==> src/design/dqp_pkg.sv <==
// ----------------------------------------------------------------------------
// dqp_pkg
// Shared types and codes for the DNS question section parser.
// ----------------------------------------------------------------------------
package dqp_pkg;

  // parser phases
  localparam logic [2:0] PH_IDLE      = 3'd0;
  localparam logic [2:0] PH_HEADER    = 3'd1;
  localparam logic [2:0] PH_LEN       = 3'd2;
  localparam logic [2:0] PH_LABEL     = 3'd3;
  localparam logic [2:0] PH_TYPECLASS = 3'd4;
  localparam logic [2:0] PH_DONE      = 3'd5;

  // header byte position of the last header byte
  localparam logic [3:0] HDR_LAST_POS = 4'd11;
  // bytes of type and class held before the last one arrives
  localparam logic [3:0] TC_HELD      = 4'd3;

  typedef enum logic [1:0] {
    EV_HEADER   = 2'd0,
    EV_LABEL    = 2'd1,
    EV_NAME     = 2'd2,
    EV_QUESTION = 2'd3
  } dqp_event_e;

  typedef struct packed {
    logic [7:0] in_byte;
    logic       msg_start;
  } dqp_word_t;

  typedef struct packed {
    dqp_event_e  event_kind;
    logic [15:0] qd_total;
    logic [15:0] an_total;
    logic [15:0] ns_total;
    logic [15:0] ar_total;
    logic [7:0]  label_char;
    logic [7:0]  label_number;
    logic [7:0]  char_position;
    logic [7:0]  labels_in_name;
    logic [15:0] question_type;
    logic [15:0] question_class;
    logic [15:0] question_number;
  } dqp_result_t;

endpackage

==> src/design/dqp_in_stage.sv <==
// ----------------------------------------------------------------------------
// dqp_in_stage
// Input register: captures one word from the input channel.
// ----------------------------------------------------------------------------
module dqp_in_stage import dqp_pkg::*; (
  input  logic      clk_i,
  input  logic      rst_ni,
  input  logic      in_valid_i,
  output logic      in_stall_o,
  input  dqp_word_t in_word_i,
  input  logic      advance_i,
  output logic      word_valid_o,
  output dqp_word_t word_o
);

  logic      valid_q;
  dqp_word_t word_q;

  // a held word blocks the input only while the parse stage cannot move
  assign in_stall_o = valid_q && !advance_i;

  always_ff @(posedge clk_i or negedge rst_ni) begin
    if (!rst_ni) begin
      valid_q <= 1'b0;
    end else if (!in_stall_o) begin
      valid_q <= in_valid_i;
    end
  end

  always_ff @(posedge clk_i) begin
    if (in_valid_i && !in_stall_o) begin
      word_q <= in_word_i;
    end
  end

  assign word_valid_o = valid_q;
  assign word_o       = word_q;

endmodule

==> src/design/dqp_parse.sv <==
// ----------------------------------------------------------------------------
// dqp_parse
// Per-byte parser state and the result logic for one word.
// ----------------------------------------------------------------------------
module dqp_parse import dqp_pkg::*; (
  input  logic        clk_i,
  input  logic        rst_ni,
  input  logic        fire_i,
  input  dqp_word_t   word_i,
  output logic        res_valid_o,
  output dqp_result_t res_o
);

  logic [2:0]  phase_q, phase_d;
  logic [3:0]  cnt_q, cnt_d;
  logic [15:0] qd_q, qd_d;
  logic [15:0] an_q, an_d;
  logic [15:0] ns_q, ns_d;
  logic [15:0] ar_q, ar_d;
  logic [7:0]  left_q, left_d;
  logic [7:0]  cpos_q, cpos_d;
  logic [7:0]  lidx_q, lidx_d;
  logic [15:0] qidx_q, qidx_d;
  logic [23:0] tc_q, tc_d;

  logic [2:0]  ph;
  logic [7:0]  b;
  logic [3:0]  cnt_inc;
  logic [7:0]  left_dec;
  logic [15:0] qidx_inc;

  always_comb begin
    b = word_i.in_byte;
    // a start word restarts from a cleared header state
    ph     = word_i.msg_start ? PH_HEADER : phase_q;
    cnt_d  = word_i.msg_start ? 4'd0  : cnt_q;
    qd_d   = word_i.msg_start ? 16'd0 : qd_q;
    an_d   = word_i.msg_start ? 16'd0 : an_q;
    ns_d   = word_i.msg_start ? 16'd0 : ns_q;
    ar_d   = word_i.msg_start ? 16'd0 : ar_q;
    left_d = word_i.msg_start ? 8'd0  : left_q;
    cpos_d = word_i.msg_start ? 8'd0  : cpos_q;
    lidx_d = word_i.msg_start ? 8'd0  : lidx_q;
    qidx_d = word_i.msg_start ? 16'd0 : qidx_q;
    tc_d   = word_i.msg_start ? 24'd0 : tc_q;
    phase_d = ph;

    cnt_inc  = cnt_d + 4'd1;
    left_dec = left_d - 8'd1;
    qidx_inc = qidx_d + 16'd1;

    res_valid_o = 1'b0;
    res_o       = '0;

    unique case (ph)
      PH_HEADER: begin
        unique case (cnt_d[3:1])
          3'd2:    qd_d = {qd_d[7:0], b};
          3'd3:    an_d = {an_d[7:0], b};
          3'd4:    ns_d = {ns_d[7:0], b};
          3'd5:    ar_d = {ar_d[7:0], b};
          default: ;
        endcase
        cnt_d = cnt_inc;
        if (cnt_inc == HDR_LAST_POS + 4'd1) begin
          cnt_d            = 4'd0;
          res_valid_o      = 1'b1;
          res_o.event_kind = EV_HEADER;
          res_o.qd_total   = qd_d;
          res_o.an_total   = an_d;
          res_o.ns_total   = ns_d;
          res_o.ar_total   = ar_d;
          qidx_d           = 16'd0;
          lidx_d           = 8'd0;
          phase_d          = (qd_d == 16'd0) ? PH_DONE : PH_LEN;
        end
      end
      PH_LEN: begin
        if (b == 8'd0) begin
          res_valid_o           = 1'b1;
          res_o.event_kind      = EV_NAME;
          res_o.labels_in_name  = lidx_d;
          res_o.question_number = qidx_d;
          cnt_d                 = 4'd0;
          tc_d                  = 24'd0;
          phase_d               = PH_TYPECLASS;
        end else begin
          left_d  = b;
          cpos_d  = 8'd0;
          phase_d = PH_LABEL;
        end
      end
      PH_LABEL: begin
        res_valid_o           = 1'b1;
        res_o.event_kind      = EV_LABEL;
        res_o.label_char      = b;
        res_o.label_number    = lidx_d;
        res_o.char_position   = cpos_d;
        res_o.question_number = qidx_d;
        cpos_d = cpos_d + 8'd1;
        left_d = left_dec;
        if (left_dec == 8'd0) begin
          if (lidx_d != 8'hFF) begin
            lidx_d = lidx_d + 8'd1;
          end
          phase_d = PH_LEN;
        end
      end
      PH_TYPECLASS: begin
        if (cnt_d < TC_HELD) begin
          tc_d  = {tc_d[15:0], b};
          cnt_d = cnt_inc;
        end else begin
          res_valid_o           = 1'b1;
          res_o.event_kind      = EV_QUESTION;
          res_o.question_type   = tc_d[23:8];
          res_o.question_class  = {tc_d[7:0], b};
          res_o.question_number = qidx_d;
          cnt_d   = 4'd0;
          tc_d    = 24'd0;
          qidx_d  = qidx_inc;
          lidx_d  = 8'd0;
          phase_d = (qidx_inc == qd_d) ? PH_DONE : PH_LEN;
        end
      end
      default: ;
    endcase
  end

  always_ff @(posedge clk_i or negedge rst_ni) begin
    if (!rst_ni) begin
      phase_q <= PH_IDLE;
      cnt_q   <= 4'd0;
      qd_q    <= 16'd0;
      an_q    <= 16'd0;
      ns_q    <= 16'd0;
      ar_q    <= 16'd0;
      left_q  <= 8'd0;
      cpos_q  <= 8'd0;
      lidx_q  <= 8'd0;
      qidx_q  <= 16'd0;
      tc_q    <= 24'd0;
    end else if (fire_i) begin
      phase_q <= phase_d;
      cnt_q   <= cnt_d;
      qd_q    <= qd_d;
      an_q    <= an_d;
      ns_q    <= ns_d;
      ar_q    <= ar_d;
      left_q  <= left_d;
      cpos_q  <= cpos_d;
      lidx_q  <= lidx_d;
      qidx_q  <= qidx_d;
      tc_q    <= tc_d;
    end
  end

`ifndef ASSERT_OFF
  // while walking questions the index stays below the header count
  a_qidx_below_total: assert property (@(posedge clk_i) disable iff (!rst_ni)
    (phase_q == PH_LEN || phase_q == PH_LABEL || phase_q == PH_TYPECLASS)
      |-> qidx_q < qd_q)
    else $error("question index reached the question count mid-walk");

  // header position never passes the last header byte
  a_hdr_pos: assert property (@(posedge clk_i) disable iff (!rst_ni)
    phase_q == PH_HEADER |-> cnt_q <= HDR_LAST_POS)
    else $error("header position out of range");

  // type and class bytes are counted one per word
  a_tc_count: assert property (@(posedge clk_i) disable iff (!rst_ni)
    fire_i && !word_i.msg_start && phase_q == PH_TYPECLASS && cnt_q < TC_HELD
      |=> cnt_q == $past(cnt_q) + 4'd1)
    else $error("type/class byte count did not advance");

  // inside a name the label index only grows
  a_lidx_grows: assert property (@(posedge clk_i) disable iff (!rst_ni)
    fire_i && !word_i.msg_start && phase_q == PH_LABEL |=> lidx_q >= $past(lidx_q))
    else $error("label index went backwards inside a name");
`endif

endmodule

==> src/design/dqp_out_stage.sv <==
// ----------------------------------------------------------------------------
// dqp_out_stage
// Result register for the output channel.
// ----------------------------------------------------------------------------
module dqp_out_stage import dqp_pkg::*; (
  input  logic        clk_i,
  input  logic        rst_ni,
  input  logic        word_valid_i,
  input  logic        res_valid_i,
  input  dqp_result_t res_i,
  output logic        advance_o,
  output logic        out_valid_o,
  input  logic        out_stall_i,
  output dqp_result_t res_o
);

  logic        valid_q;
  dqp_result_t res_q;

  // the register can take a new word when empty or being drained
  assign advance_o = !valid_q || !out_stall_i;

  always_ff @(posedge clk_i or negedge rst_ni) begin
    if (!rst_ni) begin
      valid_q <= 1'b0;
    end else if (advance_o) begin
      valid_q <= word_valid_i && res_valid_i;
    end
  end

  always_ff @(posedge clk_i) begin
    if (advance_o && word_valid_i && res_valid_i) begin
      res_q <= res_i;
    end
  end

  assign out_valid_o = valid_q;
  assign res_o       = res_q;

endmodule

==> src/design/dns_question_parser_unit.sv <==
// ----------------------------------------------------------------------------
// dns_question_parser_unit
// Byte-wide DNS header and question section parser.
//
//   channel  dir  handshake               payload
//   in       in   in_valid_i/in_stall_o   in_byte_i, msg_start_i
//   out      out  out_valid_o/out_stall_i event_kind_o .. question_number_o
//
// one word per cycle sustained while the output is not stalled; a word is
// held in the input register and, if it completes an event, its result is
// then captured in the result register, and result valid rises with it
// reset clears the parser to idle and empties both registers
// a stalled output holds its result and stalls the input only when the
// input register is also occupied
// ----------------------------------------------------------------------------
module dns_question_parser_unit import dqp_pkg::*; (
  input  logic        clk_i,
  input  logic        rst_ni,
  input  logic        in_valid_i,
  output logic        in_stall_o,
  input  logic [7:0]  in_byte_i,
  input  logic        msg_start_i,
  output logic        out_valid_o,
  input  logic        out_stall_i,
  output logic [1:0]  event_kind_o,
  output logic [15:0] qd_total_o,
  output logic [15:0] an_total_o,
  output logic [15:0] ns_total_o,
  output logic [15:0] ar_total_o,
  output logic [7:0]  label_char_o,
  output logic [7:0]  label_number_o,
  output logic [7:0]  char_position_o,
  output logic [7:0]  labels_in_name_o,
  output logic [15:0] question_type_o,
  output logic [15:0] question_class_o,
  output logic [15:0] question_number_o
);

  dqp_word_t   in_word;
  dqp_word_t   word;
  logic        word_valid;
  logic        advance;
  logic        res_valid;
  dqp_result_t res;
  dqp_result_t res_out;

  assign in_word.in_byte   = in_byte_i;
  assign in_word.msg_start = msg_start_i;

  dqp_in_stage u_in (
    .clk_i        (clk_i),
    .rst_ni       (rst_ni),
    .in_valid_i   (in_valid_i),
    .in_stall_o   (in_stall_o),
    .in_word_i    (in_word),
    .advance_i    (advance),
    .word_valid_o (word_valid),
    .word_o       (word)
  );

  dqp_parse u_parse (
    .clk_i       (clk_i),
    .rst_ni      (rst_ni),
    .fire_i      (word_valid && advance),
    .word_i      (word),
    .res_valid_o (res_valid),
    .res_o       (res)
  );

  dqp_out_stage u_out (
    .clk_i        (clk_i),
    .rst_ni       (rst_ni),
    .word_valid_i (word_valid),
    .res_valid_i  (res_valid),
    .res_i        (res),
    .advance_o    (advance),
    .out_valid_o  (out_valid_o),
    .out_stall_i  (out_stall_i),
    .res_o        (res_out)
  );

  assign event_kind_o      = res_out.event_kind;
  assign qd_total_o        = res_out.qd_total;
  assign an_total_o        = res_out.an_total;
  assign ns_total_o        = res_out.ns_total;
  assign ar_total_o        = res_out.ar_total;
  assign label_char_o      = res_out.label_char;
  assign label_number_o    = res_out.label_number;
  assign char_position_o   = res_out.char_position;
  assign labels_in_name_o  = res_out.labels_in_name;
  assign question_type_o   = res_out.question_type;
  assign question_class_o  = res_out.question_class;
  assign question_number_o = res_out.question_number;

endmodule
==> config.mk <==
export PLATFORM = sky130hd
export DESIGN_NAME = dns_question_parser_unit
export DESIGN_NICKNAME = d
export VERILOG_FILES = /design/src/design/dqp_pkg.sv /design/src/design/dqp_in_stage.sv /design/src/design/dqp_parse.sv /design/src/design/dqp_out_stage.sv /design/src/design/dns_question_parser_unit.sv
export SDC_FILE = /design/constraint.sdc
export NUM_CORES = 1
export LEC_CHECK = 0
export ABC_CLOCK_PERIOD_IN_PS = 7600
export BUFFER_PORTS_ARGS = -buffer_cell sky130_fd_sc_hd__buf_2
export CAP_MARGIN = 20
export CORE_MARGIN = 4
export CORE_UTILIZATION = 25
export DETAILED_ROUTE_END_ITERATION = 10
export GPL_TIMING_DRIVEN = 1
export HOLD_SLACK_MARGIN = 0.15
export PLACE_DENSITY = 0.38
export SYNTH_ARGS = -nofsm -noshare
export SYNTH_HDL_FRONTEND = slang
export SYNTH_SLANG_ARGS = --single-unit
==> constraint.sdc <==
create_clock -name clk_i -period 7.6 [get_ports clk_i]
set_clock_uncertainty 0.15 [all_clocks]
set_input_delay 1.52 -clock clk_i [delete_from_list [all_inputs] [get_ports clk_i]]
set_output_delay 1.52 -clock clk_i [all_outputs]
set_load 0.05 [all_outputs]
==> results.sh, run 1 <==
export IMPL_initial_core_util=0.254
export IMPL_first_iter_violations=619
export IMPL_worst_pin_slew_ns=1.10
export IMPL_fin_nets=1419
export IMPL_drc_errors=0
export IMPL_cts_resized=0
export IMPL_min_path_type="flip-flop to flip-flop"
export IMPL_power_density_nw_per_um2=236
export IMPL_num_rows=85
export IMPL_crit_fanout=84
export IMPL_synth_seq_cells=292
export IMPL_fp_coreArea_um2=54000
export IMPL_syn_nets=1308
export IMPL_antenna_found_initial=0
export IMPL_yosysTopAreaCell="edfxtp_1"
export IMPL_timing_final_setup_violations=0
export IMPL_cp_arrival_ns=5.05
export IMPL_syn_inst=1289
export IMPL_die_h_um=242
export IMPL_ys_flop_type="edfxtp_1"
export IMPL_fin_area_um2=16200
export IMPL_cts_sinks=292
export IMPL_seqPwrFrac=0.476
export IMPL_tns_ns=0
export IMPL_postCtsSetupRepairBufs=0
export IMPL_startpoint_type="flip-flop"
export IMPL_avgSynthCellArea_um2=10.6
export IMPL_p_int_uw=2770
export IMPL_vias_per_cell=4.92
export IMPL_place_congestion=0.757
export IMPL_hold_viol=0
export IMPL_pin_count=161
export IMPL_fmax_mhz=198
export IMPL_slew_headroom=0.266
export IMPL_criticalPathCategory="flip-flop to flip-flop"
export IMPL_p_clk_frac=0.427
export IMPL_ys_top_cells_by_area="edfxtp_1 34%, dfrtp_1 25%, nand2_1 4.8%"
export IMPL_synth_seq_area_share=0.590
export IMPL_grt_max_degree=85
export IMPL_root_buffer="clkbuf_16"
export IMPL_slew_viol_final=0
export IMPL_clkLatencyLatePin_ns=0.55
export IMPL_combPwrFrac=0.097
export IMPL_io_buffer_count=160
export IMPL_drive_above_1_share=0.177
export IMPL_grt_overflow=0
export IMPL_r2r_slack_ns=2.56
export IMPL_grt_pass1_wl_um=67900
export IMPL_critPathRequiredTime_ns=7.62
export IMPL_max_cap_viol_count=0
export IMPL_dieArea_um2=58600
export IMPL_rsz0062_at_grt="false"
export IMPL_wirelength_um=43100
export IMPL_cts_tree="built"
export IMPL_cts_clk_slew_worst_paths_ns=0.06
export IMPL_dp_hpwl_um=27300
export IMPL_synth_edf_count=155
export IMPL_synthArstFlopShare=0.469
export IMPL_synth_warnings=0
export IMPL_ir_worst_vdd_mv=0.107
export IMPL_syn_cell_area_um2=13700
export IMPL_h_tree_depth=2
export IMPL_ys_types=74
export IMPL_num_fill_cells=5618
export IMPL_drtAntennaViolNets=0
export IMPL_power_switching_uw=1050
export IMPL_p_leak_uw=0.00617
export IMPL_grt_usage=0.146
export IMPL_grt_pass1_vias=10778
export IMPL_cts_buffer_depth=3
export IMPL_routedWlPerCell_um=20.3
export IMPL_cts_buffers=36
export IMPL_ctsHoldBuffers=0
export IMPL_area_growth_pct=18.3
export IMPL_vias=10460
export IMPL_worstSetupEndpointType="flip-flop"
export IMPL_fin_crit_ns=5.04
export IMPL_die_width_um=242
export IMPL_status="complete, no violations"
export IMPL_fin_crit_sh=0.663
export IMPL_postPlaceCellArea_um2=15100
export IMPL_netSwitchingFraction=0.274
export IMPL_dr_pass1_iters=5
export IMPL_synth_top_area_frac=0.340
cell type report:
cell class / count / area [um2] / share of cell area
Multi-Input combinational cell: 882 / 5160 / 0.318
Inverter: 11 / 41.3 / 0.00255
Antenna cell: 1 / 2.50 / 0.000154
Clock buffer: 45 / 935 / 0.0577
Sequential cell: 292 / 8080 / 0.499
Clock inverter: 20 / 158 / 0.00973
Tap cell: 696 / 871 / 0.0537
Timing Repair Buffer: 177 / 955 / 0.0589
power groups by stage:
stage                     logic (uW)  registers (uW)  clock network, uW
after global routing             412            1830               1760
after detailed placement         374            1850                  0
after global placement           374            1850                  0
final                            369            1820               1630
after CTS                        376            1820               1700
after floorplan                  256            1820                  0
worst max-delay path, stage by stage (launching register included):
cell and delay, ns:
edfxtp_1 0.54, and2b_1 0.33, ha_1 0.25, inv_1 0.10, nand2_1 0.72, nand2_1 0.54, nand3_1 0.60, o21a_4 0.80
buf_12 0.41
per-layer routing:
metal | vias up | GRT usage | wire length [um]
met5 | - | 0 | 0
met4 | 0 | 0.0374 | 864
met3 | 59 | 0.0253 | 1720
met2 | 213 | 0.239 | 20500
met1 | 5224 | 0.200 | 20000
li1 | 4964 | - | -
kinds of logic (layout without fill, tap and decap cells):
family	count (synthesis)	after routing	synth area share
compound gates	377	377	0.175
simple gates	477	477	0.180
flops	292	292	0.590
fa+ha+maj	6	6	0.00548
mux	5	5	0.00365
other cells	0	1	0
buf+inv	115	253	0.0351
xor+xnor	17	17	0.0109
layout by cell type, fill, tap and decap left out, drive strengths merged, types with 5 or more instances in the layout:
cell type / n
o21ai: 97
buf: 177
edfxtp: 155
a21oi: 108
ha: 6
xor2: 5
dfrtp: 137
o31ai: 14
mux2i: 5
nor3: 14
nand2b: 8
a21o: 9
xnor2: 12
nand4: 9
nand3: 45
and4: 5
nor2: 65
nor4b: 6
a22o: 54
a31oi: 18
nor4: 6
nand2: 179
clkinv: 17
clkbuf: 45
a22oi: 40
nor2b: 14
inv: 11
and2: 44
and3: 59
synthesized netlist by cell type (4+ instances only):
cell type,count
nand3b_1,4
nor2_2,4
o21a_1,4
nand2b_1,8
o31ai_1,13
a22oi_1,40
nor2b_1,14
nor3_1,10
and2_1,44
a31oi_1,18
a21oi_1,108
nor4_1,6
xnor2_1,12
nand4b_1,4
edfxtp_1,155
a21o_1,9
a211oi_1,4
a22o_1,54
buf_4,5
o21ai_0,79
and3_1,59
xor2_1,5
ha_1,6
nand3_1,44
o21ai_1,18
nand2_1,176
and4_1,5
inv_1,9
buf_1,9
mux2i_1,5
buf_2,23
clkbuf_1,66
nor2_1,61
nand4_1,9
dfrtp_1,137
sequential cells by signal (all words and copies together) (netlist names):
signal / count
u_in.word_o: 9
u_in.word_valid_o: 1
u_out.out_valid_o: 1
u_out.res_o: 146
u_parse.an_q: 16
u_parse.ar_q: 16
u_parse.cnt_q: 4
u_parse.cpos_q: 8
u_parse.left_q: 8
u_parse.lidx_q: 8
u_parse.ns_q: 16
u_parse.phase_q: 3
u_parse.qd_q: 16
u_parse.qidx_q: 16
u_parse.tc_q: 24
final timing paths:
kind,cells after the start,start,endpoint
min reg2reg,1,u_parse.cpos_q[7]$_DFFE_PN0P_,u_parse.cpos_q[7]$_DFFE_PN0P_
min in group asynchronous,1,rst_ni,u_parse.cpos_q[0]$_DFFE_PN0P_
max reg2reg,8,u_in.word_o[0]$_DFFE_PP_,u_out.res_o[79]$_SDFFCE_PN0P_
max in group asynchronous,2,rst_ni,u_in.word_valid_o$_DFFE_PN0N_
min,1,u_parse.cpos_q[7]$_DFFE_PN0P_,u_parse.cpos_q[7]$_DFFE_PN0P_
max,8,u_in.word_o[0]$_DFFE_PP_,u_out.res_o[79]$_SDFFCE_PN0P_
metrics by stage:
stage	total power [uW]	std cells	worst slack [ns]	utilization	hold WS [ns]
CTS	3890	2122	2.42	0.300	0.339
floorplan	2080	1289	1.48	-	0.285
global placement	2220	2057	2.56	0.279	0.319
finish	3820	2124	2.56	0.300	0.336
detailed placement	2220	2057	2.44	0.279	0.325
global route	4000	2123	2.02	0.300	0.380
(Power assumes the default switching activity.)
==> inputs of run 2 (changes only) <==
Settings changed: ABC_AREA from default to 1, ABC_CLOCK_PERIOD_IN_PS 7600 to 4190, PLACE_DENSITY 0.38 to 0.39.
Clock period 7.6 ns to 4.19 ns, I/O delays scaled along.
==> results.sh, run 2 <==
export IMPL_status="complete, no violations"
export IMPL_fin_area_um2=17900
export IMPL_area_growth_pct=20.0
export IMPL_cts_clk_slew_worst_paths_ns=0.06
export IMPL_pin_count=161
export IMPL_criticalPathCategory="flip-flop to flip-flop"
export IMPL_p_leak_uw=0.00753
export IMPL_total_power_uw=12200
export IMPL_cts_tree="built"
export IMPL_drive_above_1_share=0.181
export IMPL_first_iter_violations=940
export IMPL_dr_pass1_iters=5
export IMPL_cts_buffers=37
export IMPL_fin_crit_sh=0.800
export IMPL_yosys_top_cells_count="289 x nand2_1, 257 x nor2_1, 203 x inv_1, 172 x a21oi_1, 155 x edfxtp_1"
export IMPL_slew_headroom=0.384
export IMPL_grt_pass1_vias=12283
export IMPL_dp_slack_ns=0.829
export IMPL_dp_hpwl_um=32700
export IMPL_drtAntennaViolNets=0
export IMPL_syn_nets=1756
export IMPL_vias_per_cell=4.66
export IMPL_grt_max_degree=89
export IMPL_fin_crit_ns=3.35
export IMPL_ys_top_cells_by_area="edfxtp_1 31%, dfrtp_1 23%, nand2_1 7.3%"
export IMPL_vias=12469
export IMPL_postPlaceCellArea_um2=16600
export IMPL_drc_errors=0
export IMPL_synth_most_common_cell="nand2_1"
export IMPL_grtUsageMet2=0.249
export IMPL_synth_edf_count=155
export IMPL_grt_pass1_wl_um=75300
export IMPL_syn_inst=1737
export IMPL_timing_final_setup_violations=0
export IMPL_routedWlPerCell_um=18.3
export IMPL_synth_warnings=0
export IMPL_startpoint_type="flip-flop"
export IMPL_postCtsSetupRepairBufs=0
export IMPL_power_density_nw_per_um2=680
export IMPL_hold_viol=0
export IMPL_min_path_type="primary input to async pin"
export IMPL_grt_use_met1=0.207
export IMPL_top_usage_layer="met2"
export IMPL_final_cell_mix="287 x nand2_1, 253 x nor2_1, 202 x inv_1, 172 x a21oi_1, 159 x buf_2"
export IMPL_diodes=0
export IMPL_final_common_cell="nand2_1"
export IMPL_ctsHoldBuffers=0
export IMPL_antenna_found_initial=0
export IMPL_fin_ws_ns=0.837
export IMPL_io_buffer_count=160
export IMPL_ys_flop_type="edfxtp_1"
export IMPL_root_buffer="clkbuf_16"
export IMPL_yosysTopAreaCell="edfxtp_1"
export IMPL_grt_usage=0.151
export IMPL_synthArstFlopShare=0.469
export IMPL_die_width_um=252
export IMPL_cts_sinks=292
export IMPL_synth_seq_area_share=0.541
export IMPL_wirelength_um=49000
export IMPL_cp_arrival_ns=3.64
export IMPL_r2r_slack_ns=0.84
export IMPL_syn_cell_area_um2=14900
export IMPL_crit_fanout=86
export IMPL_final_util=0.303
export IMPL_slew_viol_final=0
export IMPL_fmax_mhz=298
export IMPL_ir_worst_vdd_mv=0.233
export IMPL_rsz0062_at_grt="false"
export IMPL_synth_seq_cells=292
export IMPL_tns_ns=0
export IMPL_initial_core_util=0.253
export IMPL_synth_top_area_frac=0.312
export IMPL_fin_nets=1891
export IMPL_clkLatencyLatePin_ns=0.56
export IMPL_worstSetupEndpointType="flip-flop"
export IMPL_fp_coreArea_um2=59100
export IMPL_critPathRequiredTime_ns=4.48
export IMPL_ys_types=50
export IMPL_grt_use_met3=0.0291
export IMPL_cts_resized=0
export IMPL_max_cap_viol_count=0
export IMPL_die_h_um=252
export IMPL_place_congestion=0.822
export IMPL_grt_overflow=0
export IMPL_h_tree_depth=2
export IMPL_num_rows=89
export IMPL_dieArea_um2=63700
export IMPL_avgSynthCellArea_um2=8.60
export IMPL_largest_reg_flops=146
export IMPL_cts_buffer_depth=3
export IMPL_worst_pin_slew_ns=0.922
## run 2: cell types whose count changed in the layout (fill, tap and decap cells not counted), sizes merged, moves of 13 or more
cell	previous run	this run
nor2b	14	0
and2	44	1
a22o	54	0
nand2	179	300
o21ai	97	110
nor2	65	284
a21oi	108	172
inv	11	226
and3	59	0
nor3	14	41
a221oi	1	32
nand3	45	70
buf	177	193
o31ai	14	1
## run 2: final cells by class
cell class | count | area (um2)
multi-input combinational | 1122 | 5620
sequential | 292 | 8080
fill | 6244 | 41200
timing repair buffer | 193 | 1100
inverter | 226 | 853
tap | 773 | 967
clock inverter | 21 | 269
clock buffer | 47 | 1040
## run 2: final timing paths
| kind | startpoint | to | cells after the start |
|---|---|---|---|
| worst max-delay path | u_in.word_o[0]$_DFFE_PP_ | u_parse.lidx_q[7]$_DFFE_PN0P_ | 15 |
| worst min-delay path | rst_ni | u_parse.tc_q[13]$_DFFE_PN0P_ | 1 |
| worst max register to register | u_in.word_o[0]$_DFFE_PP_ | u_parse.lidx_q[7]$_DFFE_PN0P_ | 15 |
| worst min register to register | u_parse.lidx_q[0]$_DFFE_PN0P_ | u_parse.lidx_q[0]$_DFFE_PN0P_ | 2 |
| max in group asynchronous | rst_ni | u_parse.qidx_q[9]$_DFFE_PN0P_ | 2 |
| min in group clk_i | u_parse.lidx_q[0]$_DFFE_PN0P_ | u_parse.lidx_q[0]$_DFFE_PN0P_ | 2 |
## run 2: routing by layer
metal | vias up | part of all wire
li1 | 6092 | -
met1 | 6056 | 0.46
met2 | 262 | 0.47
met3 | 59 | 0.046
met4 | 0 | 0.019
met5 | - | 0
## run 2: critical path: stages (launching register included)
cell and delay (ns):
edfxtp_1 0.91, buf_12 0.45, nor2_1 0.20, inv_2 0.10, ha_1 0.19, nand2_1 0.10
nor3_1 0.18, xor2_1 0.13, nor2_2 0.26, nand3_2 0.12, inv_2 0.12, nand2_1 0.06
nand2_1 0.06, nand2_1 0.05, nand3_1 0.06, nand2_1 0.05
## run 2: through the flow
step           std cells  hold slack (ns)
2_1_floorplan       1737            0.299
3_3_place_gp        2605            0.319
3_5_place_dp        2605            0.320
4_1_cts             2673            0.152
5_1_grt             2674            0.174
6_report            2674            0.139
## run 2: kinds of logic after synthesis
group	count (synthesis)	synth area share
simple gates	712	0.208
compound gates	392	0.152
buf+inv	323	0.0878
flops	292	0.541
xor+xnor	12	0.00703
fa+ha+maj	6	0.00502
## run 2: power by group
part	internal, uW	switching [uW]	total [uW]
clock network	2130	1320	3440
logic	1190	3260	4450
registers	3880	416	4290
==> inputs of run 3 (changes only) <==
Settings changed: ABC_CLOCK_PERIOD_IN_PS 4190 to 3300, PLACE_DENSITY 0.39 to 0.38.
Clock period 4.19 ns to 3.3 ns, I/O delays scaled along.
==> results.sh, run 3 (synthesis gave the netlist of run 2 again) <==
export IMPL_rsz0062_at_grt="false"
export IMPL_num_rows=89
export IMPL_root_buffer="clkbuf_16"
export IMPL_min_path_type="primary input to flip-flop"
export IMPL_worstSetupEndpointType="flip-flop"
export IMPL_ir_worst_vdd_mv=0.341
export IMPL_hold_path_depth=1
export IMPL_fin_crit_sh=0.876
export IMPL_antenna_found_initial=1
export IMPL_hold_viol=0
export IMPL_power_density_nw_per_um2=839
export IMPL_drtAntennaViolNets=0
export IMPL_dp_slack_ns=0.451
export IMPL_die_width_um=252
export IMPL_grt_usage=0.155
export IMPL_tns_ns=0
export IMPL_top_usage_layer="met2"
export IMPL_fp_coreArea_um2=59100
export IMPL_whs_ns=0.228
export IMPL_grt_use_met1=0.214
export IMPL_path_buf_inv=3
export IMPL_fin_crit_ns=2.89
export IMPL_dieArea_um2=63700
export IMPL_timing_final_setup_violations=0
export IMPL_place_congestion=0.829
export IMPL_grt_overflow=0
export IMPL_clkLatencyLatePin_ns=0.55
export IMPL_slowest_delay_ns=0.45
export IMPL_max_cap_viol_count=0
export IMPL_p_leak_uw=0.00755
export IMPL_grt_max_degree=146
export IMPL_grt_use_met3=0.0240
export IMPL_status="complete, no violations"
export IMPL_cts_buffer_depth=3
export IMPL_area_growth_pct=20.3
export IMPL_slew_viol_final=0
export IMPL_slew_headroom=0.515
export IMPL_diodes=0
export IMPL_vias_per_cell=4.73
export IMPL_initial_core_util=0.253
export IMPL_grt_pass1_vias=12692
export IMPL_drc_errors=0
export IMPL_cp_arrival_ns=3.23
export IMPL_critPathRequiredTime_ns=3.64
export IMPL_final_cell_mix="287 x nand2_1, 253 x nor2_1, 202 x inv_1, 172 x a21oi_1, 159 x buf_2"
export IMPL_final_common_cell="nand2_1"
export IMPL_cts_clk_slew_worst_paths_ns=0.06
export IMPL_pin_count=161
export IMPL_grtUsageMet2=0.249
export IMPL_cp_depth=18
export IMPL_crit_fanout=36
export IMPL_io_buffer_count=160
export IMPL_vias=12725
export IMPL_cp_slowest_cell="edfxtp_1"
export IMPL_startpoint_type="flip-flop"
export IMPL_cts_resized=0
export IMPL_final_util=0.304
export IMPL_fmax_mhz=346
export IMPL_largest_reg_flops=146
export IMPL_path_delay_family="simple AND/OR/NAND/NOR gates"
export IMPL_grt_pass1_wl_um=77200
export IMPL_fin_ws_ns=0.410
export IMPL_h_tree_depth=2
export IMPL_routedWlPerCell_um=18.5
export IMPL_r2r_cells=18
export IMPL_first_iter_violations=958
export IMPL_criticalPathCategory="flip-flop to flip-flop"
export IMPL_wirelength_um=49800
export IMPL_cts_buffers=37
export IMPL_crit_chain="buf_12 -> inv_6 -> nand3_1 -> nor2_4 -> nand2_4 -> inv_2 -> nand3_1 -> nand3_1 -> nand2_1 -> nor2_1 -> nand2_1 -> nor2_2 -> nand3_1 -> nand2_1 -> nand2_1 -> nand2_1 -> nand2_1 -> nand2_1"
export IMPL_die_h_um=252
export IMPL_fin_nets=1910
export IMPL_cts_tree="built"
export IMPL_cpMostUsedCell="nand2_1"
export IMPL_drive_above_1_share=0.180
export IMPL_worst_pin_slew_ns=0.728
export IMPL_dr_pass1_iters=5
export IMPL_cts_sinks=292
export IMPL_dp_hpwl_um=33600
export IMPL_total_power_uw=15100
[run 3: cell types whose count changed in the layout (fill, tap and decap cells not counted)]
cell / previous run / this run
clkbuf_1: 5 / 8
buf_4: 30 / 36
buf_12: 2 / 7
clkinvlp_4: 5 / 4
dlygate4sd3_1: 0 / 9
clkbuf_8: 3 / 1
clkinv_1: 3 / 8
buf_16: 1 / 0
bufinv_16: 6 / 1
[run 3: power by group]
part	internal [uW]	switching (uW)
clock network	2260	1630
registers	4920	525
logic	1560	4190
total	8750	6340
[run 3: worst paths after layout]
check	slack (ns)	from	endpoint
hold / removal	0.23	msg_start_i	u_in.word_o[0]$_DFFE_PP_
setup / recovery	0.41	u_in.word_o[0]$_DFFE_PP_	u_parse.phase_q[0]$_DFFE_PN0P_
hold reg to reg	0.33	u_parse.lidx_q[1]$_DFFE_PN0P_	u_parse.lidx_q[1]$_DFFE_PN0P_
max in group asynchronous	1.73	rst_ni	u_parse.qidx_q[11]$_DFFE_PN0P_
setup reg to reg	0.41	u_in.word_o[0]$_DFFE_PP_	u_parse.phase_q[0]$_DFFE_PN0P_
min in group asynchronous	0.51	rst_ni	u_parse.tc_q[10]$_DFFE_PN0P_
[run 3: per-layer routing]
| layer | routed length [um] | share of wire |
|---|---|---|
| met2 | 23100 | 0.46 |
| met1 | 23000 | 0.46 |
| met3 | 2370 | 0.047 |
| met4 | 1380 | 0.028 |
| met5 | 0 | 0 |
[run 3: what timing repair did]
| item | CTS | global route |
|---|---|---|
| hold endpoints to repair | 56 | 0 |
| hold buffers | 9 | 0 |
| setup buffers | 0 | 0 |
[run 3: cell type report]
| type | count | area [um2] |
|---|---|---|
| Clock buffer | 48 | 1020 |
| Timing Repair Buffer | 212 | 1310 |
| Multi-Input combinational cell | 1122 | 5620 |
| Tap cell | 773 | 967 |
| Inverter | 226 | 853 |
| Clock inverter | 20 | 130 |
| Sequential cell | 292 | 8080 |
| Fill cell | 6299 | 41100 |
[run 3: stage by stage]
stage | cells | cell area (um2)
after CTS | 2693 | 18000
after global placement | 2616 | 16700
after detailed placement | 2616 | 16700
after floorplan | 1737 | 15000
after global routing | 2693 | 18000
final | 2693 | 18000
